--- src/hdl/phase_offset_running_stats_unit_defines.svh ---
// Assertion macros used by the RTL in posru_datapath.
`ifndef PHASE_OFFSET_RUNNING_STATS_UNIT_DEFINES_SVH
`define PHASE_OFFSET_RUNNING_STATS_UNIT_DEFINES_SVH

// Checked at every rising edge outside reset.
`define POSRU_ASSERT(label, clk, rst_n, prop, msg) \
  label: assert property (@(posedge clk) disable iff (!rst_n) prop) \
    else $error(msg);

// Checked at every rising edge, reset included.
`define POSRU_ASSERT_ALWAYS(label, clk, prop, msg) \
  label: assert property (@(posedge clk) prop) else $error(msg);

`endif

--- src/hdl/posru_pkg.sv ---
package posru_pkg;

  localparam logic [63:0] NS_TO_AS = 64'd1000000000;
  localparam logic [63:0] NS2_TO_AS = 64'd2000000000;
  // floor(2^62 / 10^9), used to estimate a quotient by the nanosecond scale.
  localparam logic [32:0] NS_RECIP = 33'd4611686018;
  localparam logic signed [31:0] MAX32 = 32'sh7fffffff;
  localparam logic signed [31:0] MIN32 = 32'sh80000000;
  localparam logic [31:0] CNT_MAX = 32'hffffffff;
  localparam logic [63:0] SUMSQ_MAX = 64'hffffffffffffffff;
  localparam logic [7:0] MODE_MIN = 8'd2;
  localparam logic KIND_CLEAR = 1'b0;
  localparam int DIV_W = 64;

  typedef struct packed {
    logic signed [31:0] mn;
    logic signed [31:0] mx;
    logic signed [47:0] mean;
    logic [63:0] sumsq;
  } chan_t;

  typedef struct packed {
    logic [31:0] cnt;
    chan_t m;
    chan_t p;
  } entry_t;

  localparam chan_t CHAN_RESET = '{mn: MAX32, mx: MIN32, mean: 48'sd0, sumsq: 64'd0};
  localparam entry_t ENTRY_RESET = '{cnt: 32'd0, m: CHAN_RESET, p: CHAN_RESET};

  typedef enum logic [3:0] {
    ST_IDLE, ST_READ, ST_FOLD, ST_FMOD, ST_FQUO, ST_STAT, ST_MEAN,
    ST_MUL, ST_VAR, ST_SQRT, ST_NEXT, ST_WRITE
  } state_t;

  typedef enum logic [3:0] {
    OP_NONE, OP_LOAD, OP_CLEAR, OP_READ, OP_FOLD, OP_FMOD, OP_FQUO,
    OP_STAT, OP_MEAN, OP_MUL, OP_VAR, OP_SQRT, OP_NEXT, OP_WRITE
  } op_t;

  typedef struct packed {
    logic sid_ok;
    logic per_zero;
    logic first;
    logic last_ch;
    logic div_done;
    logic mul_done;
    logic sqrt_done;
    logic quo_done;
  } status_t;

endpackage

--- src/hdl/posru_ctrl.sv ---
module posru_ctrl (
  input  logic               clk,
  input  logic               rst_n,
  input  logic               start,
  input  logic               in_kind,
  input  logic               in_set_valid,
  input  logic [7:0]         in_mode,
  input  posru_pkg::status_t status,
  output posru_pkg::op_t     op,
  output logic               busy
);
  import posru_pkg::*;

  state_t state_r, state_nxt;

  always_ff @(posedge clk) begin
    if (!rst_n) begin
      state_r <= ST_IDLE;
    end else begin
      state_r <= state_nxt;
    end
  end

  always_comb begin
    state_nxt = state_r;
    op        = OP_NONE;
    case (state_r)
      ST_IDLE: begin
        if (start && status.sid_ok) begin
          if (in_kind == KIND_CLEAR) begin
            op = OP_CLEAR;
          end else if (in_set_valid && in_mode >= MODE_MIN) begin
            op        = OP_LOAD;
            state_nxt = ST_READ;
          end
        end
      end
      ST_READ: begin
        op        = OP_READ;
        state_nxt = ST_FOLD;
      end
      ST_FOLD: begin
        op        = OP_FOLD;
        state_nxt = status.per_zero ? ST_STAT : ST_FMOD;
      end
      ST_FMOD: begin
        op = OP_FMOD;
        if (status.div_done) state_nxt = ST_FQUO;
      end
      ST_FQUO: begin
        op = OP_FQUO;
        if (status.quo_done) state_nxt = ST_STAT;
      end
      ST_STAT: begin
        op        = OP_STAT;
        state_nxt = status.first ? ST_NEXT : ST_MEAN;
      end
      ST_MEAN: begin
        op = OP_MEAN;
        if (status.div_done) state_nxt = ST_MUL;
      end
      ST_MUL: begin
        op = OP_MUL;
        if (status.mul_done) state_nxt = ST_VAR;
      end
      ST_VAR: begin
        op = OP_VAR;
        if (status.div_done) state_nxt = ST_SQRT;
      end
      ST_SQRT: begin
        op = OP_SQRT;
        if (status.sqrt_done) state_nxt = ST_NEXT;
      end
      ST_NEXT: begin
        op        = OP_NEXT;
        state_nxt = status.last_ch ? ST_WRITE : ST_FOLD;
      end
      ST_WRITE: begin
        op        = OP_WRITE;
        state_nxt = ST_IDLE;
      end
      default: begin
        state_nxt = ST_IDLE;
      end
    endcase
  end

  assign busy = (state_r != ST_IDLE);
endmodule

--- config.mk ---
export PLATFORM = sky130hd
export DESIGN_NAME = posru_ctrl
export DESIGN_NICKNAME = d
export VERILOG_FILES = /design/src/hdl/phase_offset_running_stats_unit_defines.svh /design/src/hdl/posru_pkg.sv /design/src/hdl/posru_ctrl.sv
export SDC_FILE = /design/constraint.sdc
export NUM_CORES = 1
export LEC_CHECK = 0
export ABC_AREA = 1
export BUFFER_PORTS_ARGS = -buffer_cell sky130_fd_sc_hd__clkbuf_2
export CAP_MARGIN = 5
export CORE_MARGIN = 2
export CORE_UTILIZATION = 39
export CTS_CLUSTER_SIZE = 12
export DETAILED_ROUTE_END_ITERATION = 12
export GPL_TIMING_DRIVEN = 0
export PLACE_DENSITY_LB_ADDON = 0.3
export SLEW_MARGIN = 20
export SYNTH_ARGS = -nofsm -noshare
export SYNTH_HDL_FRONTEND = slang
export SYNTH_SLANG_ARGS = --single-unit
--- constraint.sdc ---
create_clock -name clk -period 1.1 [get_ports clk]
set_input_delay 0.11 -clock clk [delete_from_list [all_inputs] [get_ports clk]]
set_output_delay 0.11 -clock clk [all_outputs]
set_load 0.01 [all_outputs]
==> results.md, run 1 <==
- HPWL Detailed: 977.3 um
- Reg-to-reg slack, setup: -0.37 ns
- Top post-synthesis cells by count: nand2_1 (26), nor2_1 (15), inv_1 (14)
- Mapped Area: 513.0 um2
- DR WL/cell: 14.77 um
- Area of the multi-input gates: 461.7 um2
- Largest register FFs: 4
- Final Util: 81.07%
- Peak VDD IR: 1.480 mV
- Placed inst area: 671.9 um2
- Chip height: 40.27 um
- PD cells: 2765 nW/um2
- CTS sink count: 4
- TritonCTS clock tree: done
- Post-synthesis sequential area ratio: 15.61%
- Num ports: 26
- Slew HR: 67.93%
- Pre-antenna DRT Iters: 4
- Flops & latches, synth: 4
- Fin. Hold Viols: 0
- Initial Utilization: 40.43%
- FP Rows: 13
- DRT iter0 DRCs: 42
- Post-Synthesis Cells: 92
- CP startpoint kind: flip-flop
- Core ar.: 1269 um2
- Fin Setup TNS: -2.728 ns
- RR Endpoint: state_r[1]
- Synth Flop Type: dfxtp_1
- DRC violations left: 0
- Fmax: 648.8 MHz
- Ant. Diodes: 0
- Period utilization: 140.1%
- # port buffers: 24
- Syn_area_per_cell: 5.576 um2
- Unique masters post-synth: 16
- Final nets: 170
- P_leak: 0.5715 nW
- PnR worst setup slack: -0.4413 ns
- Syn Nets: 113
- Tot GR Track Use: 27.82%
- Worst skew pair latency: 0.24 ns
- RR Startpoint: state_r[1]
- Unrepaired setup endpoints after global routing: yes
- WP data arrival: 1.43 ns
- Fillers: 84
- Pin count of the biggest net entering global routing: 8
- Initial antenna violation count: 0
- Min-delay src: rst_n
- Clk pin slew, worst setup/hold paths: 0.04 ns
- Synthesis Warnings: 0
- Clk root buf: clkbuf_4
- Synth top area cells: nand2_1 (19%), dfxtp_1 (16%), nor2_1 (11%), inv_1 (10%), nand3_1 (8.8%)
- Status: finished with violations
- Share of cells above drive strength 1: 65.99%
- Max clock buf depth: 2
- First-pass GRT wire length: 2960 um
- HP Class: in -> reg
- Hold depth: 3
- Via count: 834
- Failing checks: setup timing
- Cell taking the most area after synthesis: nand2_1
- Antenna Violating Nets Remaining: 0
- Type of element capturing the critical path: primary output
- Reg2reg path depth: 10
- Most flops, register: state_r
- Vias in the first global route: 698
- Dpl cells: 131
- WS Path Type: reg -> out
- CP Data Required Time: 0.99 ns
- Synthesis-to-finish area growth: 100.5%
- Storage cell area: 95.09 um2
- H-tree depth: 1
- Min-Delay Endpoint: state_r[0]
- Ys async rst share: 0%
- CTS Buf Count: 3
- Chip Width: 40.27 um
- Clock skew: 0.004967 ns
- CP max FO: 3
- Routed WL: 2393 um
- Die ar.: 1621 um2
- Max_cap viols: 0
- EDFF count, synth: 0
- Most frequent cell after synthesis: nand2_1
- Min Tclk post-route: 1.541 ns
- Drt via density: 5.148
- GPL Wtd Cong: 0.7450
- Post-Layout Cell Count: 162
- Finished Cell Area: 1028 um2
- Top-area cell type share of the netlist area: 19.02%
- GRT Residual Overflow: 0
- Largest registers: state_r x4
- Slew Viols, Final: 0
- Endpoints failing setup: 9
- Worst slew pin tran: 0.4761 ns
metrics by stage:
stage / hold slack [ns] / setup WS (ns) / power (mW)
after floorplan: 0.2230 / -0.08618 / 1.156
after global placement: 0.3662 / -0.2453 / 1.409
after detailed placement: 0.3681 / -0.2549 / 1.422
after CTS: 0.1156 / -0.3512 / 2.285
after global routing: 0.1338 / -0.5093 / 2.963
final: 0.1339 / -0.4413 / 2.844
placed cells by master (no fill, tap or decap):
cell type  count
nand3b_4       1
nand2_4        2
o21ai_0        2
inv_4          3
nor2_2         1
nor2_1        12
o21ai_1        1
buf_4         23
inv_1          9
o211ai_1       4
inv_2          6
clkbuf_4       3
buf_2          4
nand4_1        1
a22oi_2        1
o21ai_2        1
nand3_2        4
buf_6          6
dfxtp_4        4
nand2_2       10
clkbuf_2      19
nor2_4         8
nand3_1        5
nand2_1       16
nand3_4        1
per-layer routing:
metal / up-vias / GRT usage, % / share of wire, %
li1: 400 / - / -
met1: 391 / 29.51 / 41
met2: 35 / 50.81 / 51
met3: 8 / 10.00 / 4.8
met4: 0 / 8.333 / 3.3
met5: - / 0 / 0
logic make-up (layout without fill, tap and decap cells):
kind of cell	after synthesis	in the layout	synth area share, %
buf+inv	18	73	13.17
simple gates	61	61	60.00
flops	4	4	15.61
compound gates	9	9	11.22
how the worst max path moves through the flow:
stage,start,end,slack (ns),cells past startpoint
5_1_grt,state_r[3],op[0],-0.51,8
3_5_place_dp,state_r[1],op[0],-0.25,8
3_3_place_gp,state_r[1],op[0],-0.25,8
4_1_cts,state_r[0],op[0],-0.35,8
2_1_floorplan,state_r[1],op[0],-0.09,7
6_report,state_r[3],op[0],-0.44,8
critical path, stage by stage (launching register included):
cell and delay (ns):
dfxtp_4 0.35, nor2_4 0.13, inv_2 0.06, nor2_4 0.11, inv_2 0.05, nor2_1 0.08
nand2_1 0.07, a22oi_2 0.19, buf_2 0.17
final cells by class:
cell class | count | share of cell area (%)
Timing Repair Buffer | 52 | 34.55
Clock buffer | 3 | 2.190
Tap cell | 15 | 1.825
Inverter | 18 | 7.299
Multi-Input combinational cell | 70 | 44.89
Sequential cell | 4 | 9.246
repair_timing:
| item | in CTS | in global routing |
|---|---|---|
| endpoints found under the hold margin | 0 | 0 |
| hold buffers | 0 | 0 |
| pin swaps | 12 | 10 |
| resized for setup | 20 | 29 |
| endpoints found under the setup margin | 9 | 9 |
| buffers inserted | 23 | 9 |
power breakdown:
part	switching [mW]	leakage, nW	internal [mW]
combinational	1.25	0.522	1.12
clock	0.0624	0.0138	0.122
sequential	0.0641	0.0357	0.225
total	1.38	0.572	1.46
No activity file was read; power rests on OpenSTA's default activity.
==> run 2: changes to the inputs <==
CORE_MARGIN = 1   (was 2)
==> results.md, run 2 (synthesized netlist as in run 1, its figures left out) <==
- CP max FO: 4 (+1)
- Tot GR Track Use: 24.27% (-3.6 points)
- DRC violations left: 0 (unchanged)
- CTS Buf Count: 3 (unchanged)
- Worst skew pair latency: 0.24 ns (about the same)
- Final Util: 74.36% (-6.7 points)
- Clock skew: 0.002485 ns (-0.002481 ns)
- Reg-to-reg slack, setup: -0.24 ns (+0.13 ns)
- Pin count of the biggest net entering global routing: 8 (unchanged)
- Drt via density: 5.083 (-1.3%)
- Worst slew pin tran: 0.2741 ns (-0.2020 ns)
- DRT iter0 DRCs: 22 (-48%)
- Commonest non-fill, non-tap cells in the layout: clkbuf_2 (19), nand2_1 (18), nor2_1 (12)
- TritonCTS clock tree: done
- Area of the multi-input gates: 446.7 um2 (-3.3%)
- Chip height: 38.27 um (-5.0%)
- PnR worst setup slack: -0.3856 ns (+0.05578 ns)
- Num ports: 26 (unchanged)
- Storage cell area: 92.59 um2 (-2.6%)
- Status: finished with violations
- Unrepaired setup endpoints after global routing: yes
- Antenna Violating Nets Remaining: 0 (unchanged)
- GRT Residual Overflow: 0 (unchanged)
- Ant. Diodes: 0 (unchanged)
- Fillers: 95 (+13%)
- Fin. Hold Viols: 0 (unchanged)
- Period utilization: 135.1% (-5.1 points)
- Fmax: 673.1 MHz (+3.8%)
- First-pass GRT wire length: 2470 um (-17%)
- Chip Width: 38.27 um (-5.0%)
- Max_cap viols: 0 (unchanged)
- Peak VDD IR: 1.351 mV (-8.7%)
- Share of cells above drive strength 1: 60.31% (-5.7 points)
- Max clock buf depth: 2 (unchanged)
- Core ar.: 1171 um2 (-7.7%)
- WS Path Type: reg -> out
- Hold-fix buffers, CTS: 0 (unchanged)
- H-tree depth: 1 (unchanged)
- GPL Wtd Cong: 0.7794 (+4.6%)
- HP Class: in -> reg
- Initial Utilization: 43.80% (+3.4 points)
- Failing checks: setup timing
- Final nets: 154 (-9.4%)
- FP Rows: 12 (-1)
- Routed WL: 1688 um (-29%)
- Endpoints failing setup: 9 (unchanged)
- CP Data Required Time: 0.99 ns (about the same)
- Crit path launch: state_r[3]
- Clk pin slew, worst setup/hold paths: 0.04 ns (about the same)
- Vias in the first global route: 625 (-10%)
- Via count: 737 (-12%)
- Post-Layout Cell Count: 145 (-10%)
- Type of element capturing the critical path: primary output
- RR Endpoint: state_r[3]
- CP startpoint kind: flip-flop
- Dpl cells: 130 (-0.76%)
- Commonest non-fill, non-tap cell in the layout: clkbuf_2
- WP data arrival: 1.38 ns (-0.05 ns)
- Die ar.: 1464 um2 (-9.7%)
- Fin Setup TNS: -2.265 ns (+0.4629 ns)
- HPWL Detailed: 1020 um (+4.3%)
- Reg2reg path depth: 10 (unchanged)
- Worst setup endpoint: op[0]
- Min-delay src: rst_n
- Largest registers: state_r x4
- RR Startpoint: state_r[3]
- Initial antenna violation count: 0 (unchanged)
- PD cells: 2500 nW/um2 (-9.6%)
- CTS sink count: 4 (unchanged)
- # port buffers: 24 (unchanged)
- Slew HR: 81.53% (+14 points)
- Clk root buf: clkbuf_4
- Largest register FFs: 4 (unchanged)
- Pre-antenna DRT Iters: 4 (unchanged)
- Worst-case hold slack: 0.1456 ns (+0.01176 ns)
- Synthesis-to-finish area growth: 69.76%
- Min Tclk post-route: 1.486 ns (-0.05578 ns)
- DR WL/cell: 11.64 um (-21%)
- Most flops, register: state_r
- P_leak: 0.4967 nW (-13%)
- Slew Viols, Final: 0 (unchanged)
[run 2: changes by cell type in the layout (fill, tap and decap cells not counted), sizes merged]
cell,before,now
buf,33,17
[run 2: routing by layer]
metal | up-vias | share of wire (%) | GRT usage (%) | wire length [um]
li1 | 367 | - | - | -
met1 | 321 | 38 | 27.11 | 648
met5 | - | 0 | 0 | 0
met2 | 43 | 51 | 47.03 | 862
met4 | 0 | 2.5 | 0.8929 | 42
met3 | 6 | 7.9 | 6.395 | 134
[run 2: critical path, stage by stage, from the launching register on]
cell and delay (ns):
dfxtp_4 0.36, nor2_4 0.12, inv_2 0.06, nor2_4 0.13
inv_2 0.05, nor2_2 0.09, nand2_1 0.08, a22oi_2 0.11
buf_2 0.14
[run 2: what timing repair did]
item,in CTS,in global routing
buffers inserted,12,1
pin swaps,8,8
setup endpoints to repair,9,9
gates resized for setup,12,25
[run 2: stage by stage]
step / setup WS (ns) / instance area (um2) / power, mW
after floorplan: -0.08618 / 533.0 / 1.156
after CTS: -0.3664 / 799.5 / 1.931
final: -0.3856 / 870.8 / 2.177
after global routing: -0.4397 / 870.8 / 2.332
after detailed placement: -0.2705 / 670.6 / 1.428
after global placement: -0.2395 / 670.6 / 1.406
[run 2: area by class of cell]
| type | instances | area share (%) |
|---|---|---|
| Sequential cell | 4 | 10.63 |
| Multi-Input combinational cell | 70 | 51.29 |
| Inverter | 18 | 7.759 |
| Tap cell | 14 | 2.011 |
| Clock buffer | 3 | 2.586 |
| Timing Repair Buffer | 36 | 25.72 |
[run 2: worst min-delay path by stage]
stage                  to  depth (start not counted)
2_1_floorplan  state_r[3]                          2
3_3_place_gp   state_r[3]                          3
3_5_place_dp   state_r[0]                          3
4_1_cts        state_r[3]                          3
5_1_grt        state_r[3]                          3
6_report       state_r[1]                          3
[run 2: report_power, final]
group | total [mW] | internal [mW] | switching [mW]
Combinational | 1.68 | 0.746 | 0.937
Sequential | 0.308 | 0.222 | 0.0861
Clock | 0.185 | 0.122 | 0.0632
